[src/sv/sorb_pkg.sv]
// ----------------------------------------------------------------------------
// sorb_pkg
// Shared types and codes for the scan order rank builder.
// ----------------------------------------------------------------------------
package sorb_pkg;

    localparam int KEY_W  = 32;
    localparam int SKEY_W = 33;
    localparam int RANK_W = 6;
    localparam int POS_W  = 6;
    localparam int MODE_W = 3;
    localparam int OP_W   = 2;

    localparam logic [OP_W-1:0] OP_LOAD  = 2'd0;
    localparam logic [OP_W-1:0] OP_BUILD = 2'd1;
    localparam logic [OP_W-1:0] OP_READ  = 2'd2;

    localparam logic [MODE_W-1:0] MODE_REF    = 3'd0;
    localparam logic [MODE_W-1:0] MODE_QUANT  = 3'd1;
    localparam logic [MODE_W-1:0] MODE_RADIUS = 3'd2;
    localparam logic [MODE_W-1:0] MODE_DIAG   = 3'd3;
    localparam logic [MODE_W-1:0] MODE_HYPER  = 3'd4;

    typedef logic signed [SKEY_W-1:0] skey_t;
    typedef logic [RANK_W-1:0]        rank_t;

    typedef struct packed {
        logic valid;
        logic cap;
    } stream_ctrl_t;

endpackage

[src/sv/sorb_keygen.sv]
// ----------------------------------------------------------------------------
// sorb_keygen
// Key store and sort key generator; feeds one key per cycle into the chain.
// ----------------------------------------------------------------------------
module sorb_keygen #(
    parameter int EDGE  = 8,
    parameter int DIMS  = 2,
    parameter int NCELL = 64,
    parameter int QW    = 6,
    parameter int AW    = 6
) (
    input  logic                        clk,
    input  logic                        rst_n,
    input  logic                        load_en,
    input  logic [AW-1:0]               load_addr,
    input  logic [sorb_pkg::KEY_W-1:0]  load_data,
    input  logic [sorb_pkg::MODE_W-1:0] mode,
    input  sorb_pkg::stream_ctrl_t      issue_ctrl,
    input  logic [QW-1:0]               issue_idx,
    output sorb_pkg::stream_ctrl_t      out_ctrl,
    output logic [QW-1:0]               out_idx,
    output sorb_pkg::skey_t             out_key
);

    localparam int CDW = (EDGE > 2) ? $clog2(EDGE) : 1;
    localparam int GW  = DIMS * (CDW + 1);

    typedef logic [DIMS-1:0][CDW-1:0] coords_t;

    logic [sorb_pkg::KEY_W-1:0] key_mem [0:NCELL-1];

    coords_t                   nxt_reg;
    coords_t                   nxt_next;
    coords_t                   base_c;
    sorb_pkg::stream_ctrl_t    st_ctrl_reg [0:DIMS];
    logic [QW-1:0]             st_q_reg    [0:DIMS];
    logic [GW-1:0]             st_acc_reg  [0:DIMS];
    coords_t                   st_c_reg    [0:DIMS];
    logic [GW-1:0]             acc_next    [0:DIMS-1];

    sorb_pkg::stream_ctrl_t    m_ctrl_reg;
    logic [QW-1:0]             m_q_reg;
    logic [GW-1:0]             m_acc_reg;
    logic [sorb_pkg::KEY_W-1:0] m_data_reg;

    sorb_pkg::stream_ctrl_t    o_ctrl_reg;
    logic [QW-1:0]             o_idx_reg;
    sorb_pkg::skey_t           o_key_reg;
    sorb_pkg::skey_t           key_sel;
    sorb_pkg::skey_t           mem_key;

    // coordinate counter: digit ripple over the dimensions
    always_comb
    begin
        logic carry;
        base_c   = (issue_idx == '0) ? coords_t'(0) : nxt_reg;
        nxt_next = base_c;
        carry    = 1'b1;
        for (int j = 0; j < DIMS; j++)
        begin
            if (carry)
            begin
                if (base_c[j] == CDW'(EDGE - 1))
                begin
                    nxt_next[j] = '0;
                end
                else
                begin
                    nxt_next[j] = base_c[j] + CDW'(1);
                    carry       = 1'b0;
                end
            end
        end
    end

    // one dimension folded in per stage
    always_comb
    begin
        logic [GW-1:0] c_ext;
        for (int j = 0; j < DIMS; j++)
        begin
            c_ext = GW'(st_c_reg[j][j]);
            case (mode)
                sorb_pkg::MODE_RADIUS: acc_next[j] = st_acc_reg[j] + GW'(c_ext * c_ext);
                sorb_pkg::MODE_DIAG:   acc_next[j] = st_acc_reg[j] + c_ext;
                sorb_pkg::MODE_HYPER:  acc_next[j] = GW'(st_acc_reg[j] * (c_ext + GW'(1)));
                default:               acc_next[j] = st_acc_reg[j];
            endcase
        end
    end

    always_ff @(posedge clk or negedge rst_n)
    begin
        if (!rst_n)
        begin
            for (int j = 0; j <= DIMS; j++)
            begin
                st_ctrl_reg[j] <= '0;
            end
            m_ctrl_reg <= '0;
            o_ctrl_reg <= '0;
        end
        else
        begin
            st_ctrl_reg[0] <= issue_ctrl;
            for (int j = 0; j < DIMS; j++)
            begin
                st_ctrl_reg[j+1] <= st_ctrl_reg[j];
            end
            m_ctrl_reg <= st_ctrl_reg[DIMS];
            o_ctrl_reg <= m_ctrl_reg;
        end
    end

    always_ff @(posedge clk)
    begin
        if (issue_ctrl.valid)
        begin
            nxt_reg <= nxt_next;
        end
        st_q_reg[0]   <= issue_idx;
        st_c_reg[0]   <= base_c;
        st_acc_reg[0] <= (mode == sorb_pkg::MODE_HYPER) ? GW'(1) : '0;
        for (int j = 0; j < DIMS; j++)
        begin
            st_q_reg[j+1]   <= st_q_reg[j];
            st_c_reg[j+1]   <= st_c_reg[j];
            st_acc_reg[j+1] <= acc_next[j];
        end
        m_q_reg   <= st_q_reg[DIMS];
        m_acc_reg <= st_acc_reg[DIMS];
        o_idx_reg <= m_q_reg;
        o_key_reg <= key_sel;
    end

    always_ff @(posedge clk)
    begin
        if (load_en)
        begin
            key_mem[load_addr] <= load_data;
        end
        m_data_reg <= key_mem[st_q_reg[DIMS][AW-1:0]];
    end

    assign mem_key = $signed({m_data_reg[sorb_pkg::KEY_W-1], m_data_reg});

    always_comb
    begin
        case (mode)
            sorb_pkg::MODE_QUANT:  key_sel = -mem_key;
            sorb_pkg::MODE_RADIUS,
            sorb_pkg::MODE_DIAG,
            sorb_pkg::MODE_HYPER:  key_sel = -$signed(sorb_pkg::SKEY_W'(m_acc_reg));
            default:               key_sel = mem_key;
        endcase
    end

    assign out_ctrl = o_ctrl_reg;
    assign out_idx  = o_idx_reg;
    assign out_key  = o_key_reg;

endmodule

[config.mk]
export PLATFORM = sky130hd
export DESIGN_NAME = sorb_keygen
export DESIGN_NICKNAME = d
export VERILOG_FILES = /design/src/sv/sorb_pkg.sv /design/src/sv/sorb_keygen.sv
export SDC_FILE = /design/constraint.sdc
export NUM_CORES = 2
export LEC_CHECK = 0
export BUFFER_PORTS_ARGS = -buffer_cell sky130_fd_sc_hd__buf_4
export CAP_MARGIN = 20
export CORE_MARGIN = 2
export CORE_UTILIZATION = 62
export DETAILED_ROUTE_END_ITERATION = 12
export PLACE_DENSITY = 0.87
export SETUP_SLACK_MARGIN = 0.5
export SYNTH_ARGS = -nofsm -noshare
export SYNTH_HDL_FRONTEND = slang
export SYNTH_SLANG_ARGS = --single-unit
[constraint.sdc]
create_clock -name clk -period 4.7 [get_ports clk]
set_input_delay 0.235 -clock clk [delete_from_list [all_inputs] [get_ports clk]]
set_output_delay 0.235 -clock clk [all_outputs]
set_load 0.01 [all_outputs]
==> summary.txt <==
Run status
  • Status: complete, no violations

Worst setup path
  • Crit Path Category: reg -> reg
  • CP Data Required Time: roughly 5400 ps
  • Critical Path Source Type: flop
  • Most used cell, CP: mux4_2
  • Crit path cell chain: buf_4 > mux4_2 > mux4_2 > o21ai_1 > nor2_1
  • Worst path max stage delay: between 900 and 1000 ps
  • Worst EP arrival: 4750 ps
  • Slowest-stage cell, CP: o21ai_1
  • Number of buffers and inverters on the critical path: 1
  • Crit end category: flop
  • CP Max Fanout: 33
  • Worst path top cell family by delay: multiplexers

Synthesis
  • Ys async rst share: 0.00456
  • Ys flop type: edfxtp_1
  • Top post-synthesis cells by area: edfxtp_1, mux4_2, dfxtp_1, mux2i_1, nor2_1
  • Seq cells post-synth: 2191
  • Yosys cell types: 76
  • Post-synthesis cell area: around 84000 µm²
  • Register area share after synthesis: 0.770
  • Most common cell in the netlist: edfxtp_1
  • Most frequent cells after synthesis: edfxtp_1, mux4_2, nor2_1, mux2i_1, dfxtp_1
  • Yosys warns: 0
  • EDFF count, synth: 2054
  • Synth top area share: 0.737
  • Syn_nets: around 4000
  • Post-Syn Instances: 3928
  • Avg Cell Area, Syn: about 21 µm²
  • Cell taking the most area after synthesis: edfxtp_1

Place
  • Port Buffers: 92
  • Worst slack, placed: 1030 ps
  • HPWL Detailed: roughly 130000 µm
  • RD Place Congestion: 0.899

Power
  • Leak: approximately 30 nW
  • Clk pwr share: 0.402
  • P_int: 31.5 mW
  • Switch Pwr: 9.42 mW
  • Comb power frac: 0.062
  • Switching part of the total: 0.231
  • Sequential power share: 0.536
  • VDD IR max: 0.436 mV
  • PD cells: between 400 and 500 nW/µm²

GRT
  • Largest net degree at the start of global routing: 86
  • First-pass GRT wire length: about 360000 µm
  • GR Overflow Total: 0
  • Total GRT Usage: 0.377
  • Initial antenna violation count: 19
  • Vias in the first global route: between 40000 and 50000

Clock tree
  • Clock root cell: clkbuf_16
  • Worst-Skew Late Latency: 870 ps
  • CTS tree: done
  • Max H-tree Level: 4
  • CTS clk-pin slew, worst paths: 70 ps
  • CTS Sinks: 2191
  • Post_cts resized: 0
  • Inserted Clock Buffers: 197
  • Worst-case clock buffer depth: 3

Route
  • Residual DRC: 0
  • Router iterations before antenna repair: 10
  • DR vias/cell: 7.67
  • Vias: between 40000 and 50000
  • First-iteration detailed-routing DRC count: approximately 11000
  • Wirelength per Cell: 41.8 µm
  • Final wirelength: 256000 µm
  • Final antenna-violating net count: 0

Timing
  • FMAX: 0.245 GHz
  • Max transition margin: 0.169
  • Clk_skew: roughly 46 ps
  • Post-layout min period: 4080 ps
  • Max Slew Vio Count: 0
  • Worst-margin pin slew: roughly 1200 ps
  • RSZ-0062 raised after global routing: no
  • Final period util: 0.868
  • Finish-stage setup viols: 0
  • TNS Setup: 0 ps
  • Endpoints failing hold: 0
  • Final worst slack: 621 ps

Die
  • Starting Density: 0.626
  • Die width: between 300 and 400 µm
  • Core ar.: 134000 µm²
  • Std cell rows: 134
  • Chip Height: 371 µm
  • # IOs: 93
  • Die ar.: 138000 µm²

Worst hold path
  • Worst hold path type: in -> reg

Cells and area
  • Area grow syn2layout: 12.4%
  • Max reg flops: 2048
  • Nets: 4271
  • Filler cells: 6852
  • Fraction of layout instances using a drive strength above 1: 0.256

Job
  • Max-cap violations: 0
-- power groups by stage --
stage               Combinational [mW]  Clock (mW)  Sequential (mW)
floorplan                         1.27           0             22.2
detailed placement                2.31           0             22.3
global route                      2.60        17.0             21.9
finish                            2.55        16.4             21.9
global placement                  2.20           0             22.3
CTS                               2.44        16.3             21.9
-- cells by family after synthesis --
kind of cell	count (synthesis)	share of synthesized area
xor gates and xnor gates	22	0.00230
adders and majority gates	45	0.00753
muxes	640	0.152
AOI/OAI and AO/OA	393	0.0311
buffers and inverters	249	0.0134
DFF	2191	0.770
and+or+nand+nor	388	0.0231
-- metal layers --
layer  part of all wire  track usage  wire length (µm)  vias up
met3               0.17        0.132             43000     1278
met1               0.30        0.476             76100    23200
li1                   -            -                 -    16900
met2               0.45        0.569            116000     5561
met4              0.078        0.229             20000       26
met5            0.00097      0.00420               247        -
-- layout make-up --
class | instances | area (µm²) | area share
sequential | 2191 | 64500 | 0.685
multi-input combinational | 1488 | 18600 | 0.198
clock buffer | 267 | 5470 | 0.0581
timing repair buffer | 259 | 2240 | 0.0238
tap | 1768 | 2210 | 0.0235
clock inverter | 105 | 940 | 0.00998
inverter | 37 | 141 | 0.00150
antenna | 5 | 12.5 | 0.000133
-- metrics by stage --
| step | instance area, µm² | util | cells | total power [mW] | hold slack [ps] |
|---|---|---|---|---|---|
| 6_report | 94100 | 0.703 | 6120 | 40.9 | 49.9 |
| 3_3_place_gp | 87200 | 0.652 | 5697 | 24.5 | 62.6 |
| 3_5_place_dp | 87200 | 0.652 | 5697 | 24.6 | 67.6 |
| 5_1_grt | 94100 | 0.703 | 6116 | 41.5 | 40.1 |
| 2_1_floorplan | 83700 | - | 3928 | 23.4 | -60.6 |
| 4_1_cts | 94100 | 0.703 | 6113 | 40.7 | 2.76 |
-- timing repair --
action                     CTS  global route
buffers inserted             0             0
hold endpoints to repair  1073             0
hold buffers                44             0
-- final timing paths --
path                                 startpoint              end  slack, ps  depth (start not counted)
worst max-delay path            st_q_reg[0][12]   m_data_reg[26]        620                          5
worst min-delay path              load_data[22]  key_mem[24][22]         50                          1
worst max register to register  st_q_reg[0][12]   m_data_reg[26]        620                          5
worst min register to register       m_q_reg[5]       out_idx[5]        330                          0
max in group asynchronous                 rst_n   st_ctrl_reg[0]       4000                          3
min in group asynchronous                 rst_n    m_ctrl_reg[0]        410                          3
-- layout by cell type (no fill, tap or decap), drive strengths merged, types with 9 or more instances in the layout --
cell type    synthesis  layout
mux4               507     507
a21oi               76      76
ha                  36      36
nor2b               23      23
nand2b              14      14
xnor2               13      13
nor3                26      26
clkinv               2      79
dlygate4sd3          0      44
fa                   9       9
o22ai               63      63
edfxtp            2054    2054
buf                109     215
o221ai              30      30
xor2                 9       9
mux2i              132     132
nor4                17      17
o211ai              17      17
dfxtp              127     127
nand3               21      21
inv                 35      42
dfrtp               10      10
nand2               74      74
a221oi              36      36
bufinv               0      14
nor2               149     149
clkbuf             103     267
and2                15      15
o21ai               93      93
a22oi               14      14
or2                  9       9
o311ai              13      13
Note: power is estimated with default switching activity, not from simulation.
