**src/sv/sorb_pkg.sv**
```systemverilog
// ----------------------------------------------------------------------------
// sorb_pkg
// Shared types and codes for the scan order rank builder.
// ----------------------------------------------------------------------------
package sorb_pkg;

    localparam int KEY_W  = 32;
    localparam int SKEY_W = 33;
    localparam int RANK_W = 6;
    localparam int POS_W  = 6;
    localparam int MODE_W = 3;
    localparam int OP_W   = 2;

    localparam logic [OP_W-1:0] OP_LOAD  = 2'd0;
    localparam logic [OP_W-1:0] OP_BUILD = 2'd1;
    localparam logic [OP_W-1:0] OP_READ  = 2'd2;

    localparam logic [MODE_W-1:0] MODE_REF    = 3'd0;
    localparam logic [MODE_W-1:0] MODE_QUANT  = 3'd1;
    localparam logic [MODE_W-1:0] MODE_RADIUS = 3'd2;
    localparam logic [MODE_W-1:0] MODE_DIAG   = 3'd3;
    localparam logic [MODE_W-1:0] MODE_HYPER  = 3'd4;

    typedef logic signed [SKEY_W-1:0] skey_t;
    typedef logic [RANK_W-1:0]        rank_t;

    typedef struct packed {
        logic valid;
        logic cap;
    } stream_ctrl_t;

endpackage

```
**src/sv/sorb_cell.sv**
```systemverilog
// ----------------------------------------------------------------------------
// sorb_cell
// One position of the rank chain: holds its key, counts keys that beat it.
// ----------------------------------------------------------------------------
module sorb_cell #(
    parameter int P  = 0,
    parameter int QW = 6
) (
    input  logic                   clk,
    input  logic                   rst_n,
    input  sorb_pkg::stream_ctrl_t in_ctrl,
    input  logic [QW-1:0]          in_idx,
    input  sorb_pkg::skey_t        in_key,
    output sorb_pkg::stream_ctrl_t out_ctrl,
    output logic [QW-1:0]          out_idx,
    output sorb_pkg::skey_t        out_key,
    input  logic                   shift_en,
    input  sorb_pkg::rank_t        count_in,
    output sorb_pkg::rank_t        count_out
);

    sorb_pkg::stream_ctrl_t ctrl_reg;
    logic [QW-1:0]          idx_reg;
    sorb_pkg::skey_t        skey_reg;
    sorb_pkg::skey_t        own_key_reg;
    sorb_pkg::rank_t        count_reg;
    sorb_pkg::rank_t        count_next;
    logic                   beats;

    assign beats = (in_idx != '0) &&
                   ((in_key > own_key_reg) ||
                    ((in_key == own_key_reg) && (in_idx < QW'(P))));

    always_comb
    begin
        count_next = count_reg;
        if (shift_en)
        begin
            count_next = count_in;
        end
        else if (in_ctrl.valid && in_ctrl.cap && (in_idx == QW'(P)))
        begin
            count_next = (P == 0) ? '0 : sorb_pkg::rank_t'(1);
        end
        else if (in_ctrl.valid && !in_ctrl.cap && (P != 0) && beats)
        begin
            count_next = count_reg + sorb_pkg::rank_t'(1);
        end
    end

    always_ff @(posedge clk or negedge rst_n)
    begin
        if (!rst_n)
        begin
            ctrl_reg <= '0;
        end
        else
        begin
            ctrl_reg <= in_ctrl;
        end
    end

    always_ff @(posedge clk)
    begin
        idx_reg   <= in_idx;
        skey_reg  <= in_key;
        count_reg <= count_next;
        if (in_ctrl.valid && in_ctrl.cap && (in_idx == QW'(P)))
        begin
            own_key_reg <= in_key;
        end
    end

    assign out_ctrl  = ctrl_reg;
    assign out_idx   = idx_reg;
    assign out_key   = skey_reg;
    assign count_out = count_reg;

endmodule

```
**config.mk**
```make
export PLATFORM = sky130hd
export DESIGN_NAME = sorb_cell
export DESIGN_NICKNAME = d
export VERILOG_FILES = /design/src/sv/sorb_pkg.sv /design/src/sv/sorb_cell.sv
export SDC_FILE = /design/constraint.sdc
export NUM_CORES = 1
export LEC_CHECK = 0
export ABC_AREA = 0
export BUFFER_PORTS_ARGS = -buffer_cell sky130_fd_sc_hd__buf_2
export CORE_ASPECT_RATIO = 1.2
export CORE_MARGIN = 2
export CORE_UTILIZATION = 35
export CTS_BUF_LIST = sky130_fd_sc_hd__clkbuf_16
export CTS_CLUSTER_SIZE = 28
export DETAILED_ROUTE_END_ITERATION = 10
export GPL_ROUTABILITY_DRIVEN = 0
export PLACE_DENSITY = 0.74
export SYNTH_ARGS = -nofsm -noshare
export SYNTH_HDL_FRONTEND = slang
export SYNTH_SLANG_ARGS = --single-unit
```
**constraint.sdc**
```tcl
create_clock -name clk -period 0.8 [get_ports clk]
set_clock_uncertainty 0.2 [all_clocks]
set_input_delay 0.12 -clock clk [delete_from_list [all_inputs] [get_ports clk]]
set_output_delay 0.12 -clock clk [all_outputs]
set_load 0.02 [all_outputs]
```
==> results of run 1 <==
## power by group through the flow
stage               Sequential, W  Combinational [W]  Clock (W)
finish                    0.00262           0.000781    0.00191
global route              0.00262           0.000819    0.00203
CTS                       0.00261           0.000736    0.00192
detailed placement        0.00261           0.000460          0
global placement          0.00260           0.000451          0
floorplan                 0.00279          0.0000201          0
## cells by family after synthesis
family,share of synthesized area [%]
simple gates,4.45
compound gates,0.937
flops,94.6
## state kept, by name, summed over array words and instances, names as in the netlist
register,flops
out_key,33
out_ctrl,2
count_out,6
out_idx,6
## cells in the final DEF, fill, tap and decap left out, drive strengths merged
master / instances
edfxtp: 6
and2: 6
nor4: 1
dlymetal6s4s: 14
inv: 2
a41o: 1
clkbuf: 5
buf: 88
dlygate4sd3: 22
clkinv: 1
nor2: 1
dfrtp: 2
dfxtp: 39
## timing repair
action	4_1_cts	5_1_grt
resized for setup	130	19
endpoints found under the setup margin	53	75
pin swaps	2	1
hold buffers	34	2
hold endpoints to repair	49	30
## how the worst max path moves through the flow
stage / startpoint / end / slack [ns] / cells after the start
3_3_place_gp: in_idx[3] / count_out[0] / -0.55 / 3
6_report: count_out[1] / count_out[1] / -0.34 / 1
2_1_floorplan: in_idx[3] / count_out[0] / -0.36 / 2
4_1_cts: count_out[5] / count_out[5] / -0.36 / 1
3_5_place_dp: in_idx[3] / count_out[0] / -0.59 / 3
5_1_grt: count_out[5] / count_out[5] / -0.37 / 1
## metrics by stage
stage          util, %  instance area [sq um]
2_1_floorplan        -                   1080
3_3_place_gp      56.1                   1610
3_5_place_dp      56.1                   1610
4_1_cts           84.6                   2420
5_1_grt           85.7                   2450
6_report          85.7                   2450
## final cells by class
type | count | area (sq um) | area share (%)
Clock buffer | 5 | 125 | 5.10
Clock inverter | 3 | 12.5 | 0.510
Multi-Input combinational cell | 9 | 73.8 | 3.01
Sequential cell | 47 | 1060 | 43.2
Tap cell | 34 | 42.5 | 1.73
Timing Repair Buffer | 124 | 1140 | 46.5
## metal layers
layer  track usage, %  wire (um)  up-vias
met5                0          0        -
met4             10.3         77        0
met1             20.5       1180      452
met2             45.5       2350       75
li1                 -          -      441
met3             12.2        465        8
==> impl_metrics.yaml, run 1 <==
worst_setup_path:
  crit_chain: "buf_6"
  critPathSlowestCell: "edfxtp_1"
  critPathMaxStageDelay_ns: 0.40
  crit_type: "reg -> out"
  worstPathRequired_ns: 0.48
  crit_family: "flip-flops"
  worstPathMaxFanout: 1
  endpoint_kind: "output pin"
  cp-start-kind: "flip-flop"
  worst-path-buf-inv: 1
  crit_arrival_ns: 0.82
drt:
  drt-wirelength-per-cell_um: 18.3
  routed_wl_um: 4070
  route.detailed.drc: 0
  vias: 976
  ant_nets: 0
  dr.first_iter.drc_count: 12
  vias_per_cell: 4.40
  first_pass_iters: 4
min_path:
  min_to: "out_idx[0]"
  holdPathStages: 1
  hold_path.class: "in -> reg"
  min_from: "in_idx[0]"
floorplanning:
  coreArea_sq_um: 2860
  fp.dieW_um: 54.4
  die_height_um: 64.5
  pin_count: 97
  num_rows: 21
  initial_core_util_pct: 37.3
  die_area_sq_um: 3510
yosys:
  synthFlopType: "dfxtp_1"
  syn-instance-count: 56
  yosysWarnings: 0
  synth_area_per_cell_sq_um: 19.1
  synthDistinctLibCells: 7
  synth_top_cell_area_share_pct: 73.1
  synth_most_common_cell: "dfxtp_1"
  synth_common_cells: "39 x dfxtp_1, 6 x and2_1, 6 x edfxtp_1"
  ys_seq_elements: 47
  synth_area_sq_um: 1070
  yosys-top-cells-area: "dfxtp_1 73%, edfxtp_1 17%, dfrtp_1 4.7%"
  mappedNetlistNets: 106
  synth_edf_count: 6
  yosysSeqAreaShare_pct: 94.6
  post-synth-top-area-cell: "dfxtp_1"
  async_flop_share_pct: 4.26
layout:
  layout.cells.non_filler: 222
  areaGrowthSynthToFinish_pct: 130
  final_nets: 237
  diodes: 0
  fill_cells: 144
  drive_gt1_share_pct: 71.8
clock_tree:
  cts-root-buf: "clkbuf_16"
  numCtsBuffers: 5
  cts_tree: "built"
  post-cts-setup-buffers: 0
  cts.sinks: 47
  clkTransAtPathRegs_ns: 0.06
  h-tree-depth: 2
  clockBufferDepth: 2
sta:
  tns_ns: -13.34
  min_period_ns: 1.14
  max_freq_mhz: 875
  hold_violations: 26
  maxSlewViolCount: 0
  finalCritPeriodShare_pct: 143
  rsz0062_at_grt: "yes"
  slew_headroom_pct: 83.7
  tightest_slew_ns: 0.243
  finalSetupViolations: 58
  worst_slack_ns: -0.343
  hold_slack_ns: -0.221
power:
  swShare_pct: 22.1
  pwr-share-seq_pct: 49.4
  total_power_w: 0.00530
  p_leak_nw: 1.24
  p_int_w: 0.00413
  ir_drop_mv: 2.53
  power.switching_w: 0.00117
  powerDensity_nw_per_um2: 2160
  combPwrFrac_pct: 14.7
  power_frac_clock_pct: 35.9
place:
  dp.cells: 186
  pre_cts_ws_ns: -0.591
  numPortBuffers: 96
run_status:
  violations: "negative hold slack, negative setup slack"
  status: "finished, violations left"
global_routing:
  grt_max_degree: 14
  grt_first_pass_wirelength_um: 5630
  grtUsageTotal_pct: 24.6
  grt_pass1_vias: 1109
  antenna_found_initial: 0
  grt_overflow: 0
flow_run:
  cap_violations: 0
Note: power is estimated with default switching activity, not from simulation.
==> run 2, diff against run 1 <==
--- a/config.mk
+++ b/config.mk
@@ -15,6 +15,7 @@
 export DETAILED_ROUTE_END_ITERATION = 10
 export GPL_ROUTABILITY_DRIVEN = 0
 export PLACE_DENSITY = 0.74
+export REMOVE_ABC_BUFFERS = 1
 export SYNTH_ARGS = -nofsm -noshare
 export SYNTH_HDL_FRONTEND = slang
 export SYNTH_SLANG_ARGS = --single-unit
==> run 2 against run 1 <==
  * The run still ends with negative hold slack, negative setup slack left
  * Worst hold slack better by 0.035 ns
  * Non-clock buffer count increased by 1
  * First-iteration DRC count is the same
  * Clock-buffer cell count is the same
  * Routed wire length up 8.5%
  * Setup slack lost 0.0061 ns
  * Maximum frequency decreased by 0.53%
  * Clock power rose by 7%
  * Via count is 0.31% higher
  * Sequential share of layout area shrank 0.24 points
  * Sequential power is essentially flat
  * Largest cell class unchanged
==> impl_metrics.yaml, run 2 (synthesized netlist as in run 1, its figures left out) <==
run_status:
  status: "finished, violations left"
  violations: "negative hold slack, negative setup slack"
sta:
  slew_headroom_pct: 83.6
  hold_slack_ns: -0.186
  hold_violations: 18
  max_freq_mhz: 870
  maxSlewViolCount: 0
  worst_slack_ns: -0.349
  min_period_ns: 1.15
  tns_ns: -14.04
  tightest_slew_ns: 0.245
  finalSetupViolations: 62
  rsz0062_at_grt: "yes"
  finalCritPeriodShare_pct: 144
global_routing:
  grt_overflow: 0
  antenna_found_initial: 0
  grtUsageTotal_pct: 25.4
  grt_first_pass_wirelength_um: 5850
  grt_max_degree: 17
  grt_pass1_vias: 1101
clock_tree:
  cts-root-buf: "clkbuf_16"
  cts.sinks: 47
  clkTransAtPathRegs_ns: 0.06
  h-tree-depth: 2
  numCtsBuffers: 5
  clockBufferDepth: 2
  cts_tree: "built"
  post-cts-setup-buffers: 0
place:
  dpl-instance-area_sq_um: 1590
  dp.cells: 186
  pre_cts_ws_ns: -0.607
  numPortBuffers: 96
drt:
  ant_nets: 0
  vias: 979
  route.detailed.drc: 0
  vias_per_cell: 4.39
  first_pass_iters: 4
  dr.first_iter.drc_count: 12
  routed_wl_um: 4420
  drt-wirelength-per-cell_um: 19.8
worst_setup_path:
  crit_path_start: "count_out[3]"
  crit_arrival_ns: 0.83
  critPathSlowestCell: "edfxtp_1"
  crit_chain: "buf_2"
  crit_cells: 1
  cp-start-kind: "flip-flop"
  worstPathMaxFanout: 1
  endpoint_kind: "output pin"
  crit_type: "reg -> out"
  critPathMaxStageDelay_ns: 0.37
  worstSetupEndpoint: "count_out[3]"
  crit_family: "flip-flops"
  worst-path-buf-inv: 1
  worstPathRequired_ns: 0.48
layout:
  largest_reg_flops: 33
  layout.cells.non_filler: 223
  design_area_sq_um: 2470
  diodes: 0
  final_common_cell: "buf_6"
  final_cell_mix: "46 x buf_6, 39 x dfxtp_2, 38 x buf_2, 32 x dlygate4sd3_1, 8 x dlymetal6s4s_1"
  final_nets: 238
  areaGrowthSynthToFinish_pct: 131
  fill_cells: 136
  drive_gt1_share_pct: 70.9
power:
  ir_drop_mv: 1.76
  combPwrFrac_pct: 14.4
  power.switching_w: 0.00129
  pwr-share-seq_pct: 48.1
  p_leak_nw: 1.18
  swShare_pct: 23.6
  powerDensity_nw_per_um2: 2210
  power_frac_clock_pct: 37.5
  p_int_w: 0.00417
floorplanning:
  pin_count: 97
  coreArea_sq_um: 2860
  fp.dieW_um: 54.4
  num_rows: 21
  die_area_sq_um: 3510
  die_height_um: 64.5
  initial_core_util_pct: 37.3
min_path:
  hold_path.class: "in -> reg"
  min_from: "in_idx[5]"
flow_run:
  cap_violations: 0
run 2: changes by cell type in the layout (fill, tap and decap cells not counted), sizes merged:
cell / delta
clkinv: +1
buf: -3
dlygate4sd3: +10
inv: -1
dlymetal6s4s: -6
run 2: stage by stage:
step	hold WS [ns]	utilization [%]	total power, W
2_1_floorplan	-0.376	-	0.00281
3_3_place_gp	-0.295	55.6	0.00305
3_5_place_dp	-0.292	55.6	0.00306
4_1_cts	-0.248	85.5	0.00539
5_1_grt	-0.198	86.2	0.00564
6_report	-0.186	86.2	0.00546
run 2: worst min path at each step:
stage / endpoint / slack, ns / cells past startpoint
after floorplan: out_ctrl[0] / -0.38 / 0
after global placement: out_ctrl[1] / -0.29 / 1
after detailed placement: out_ctrl[0] / -0.29 / 1
after CTS: out_idx[1] / -0.25 / 1
after global routing: out_idx[5] / -0.20 / 1
final: out_idx[5] / -0.19 / 1
run 2: area by class of cell:
type	count	area (sq um)	area share (%)
clock inverter	3	22.5	0.913
tap	34	42.5	1.72
sequential	47	1060	43.0
multi-input combinational	9	73.8	2.99
timing repair buffer	125	1140	46.3
clock buffer	5	125	5.07
run 2: timing repair:
item,4_1_cts,5_1_grt
resized for setup,128,15
hold buffers,37,3
endpoints found under the hold margin,49,21
endpoints found under the setup margin,53,72
pin swaps,2,0
run 2: power groups by stage:
stage               Clock, W  Combinational, W  Sequential, W
floorplan                  0         0.0000182        0.00279
global placement           0          0.000449        0.00260
detailed placement         0          0.000454        0.00261
CTS                  0.00205          0.000738        0.00261
global route         0.00219          0.000819        0.00263
finish               0.00205          0.000784        0.00263
run 2: layer usage:
layer  GRT usage [%]  wire length [um]
met5               0                 0
met4            17.5               224
met3            9.68               273
met2            46.4              2460
met1            20.6              1460
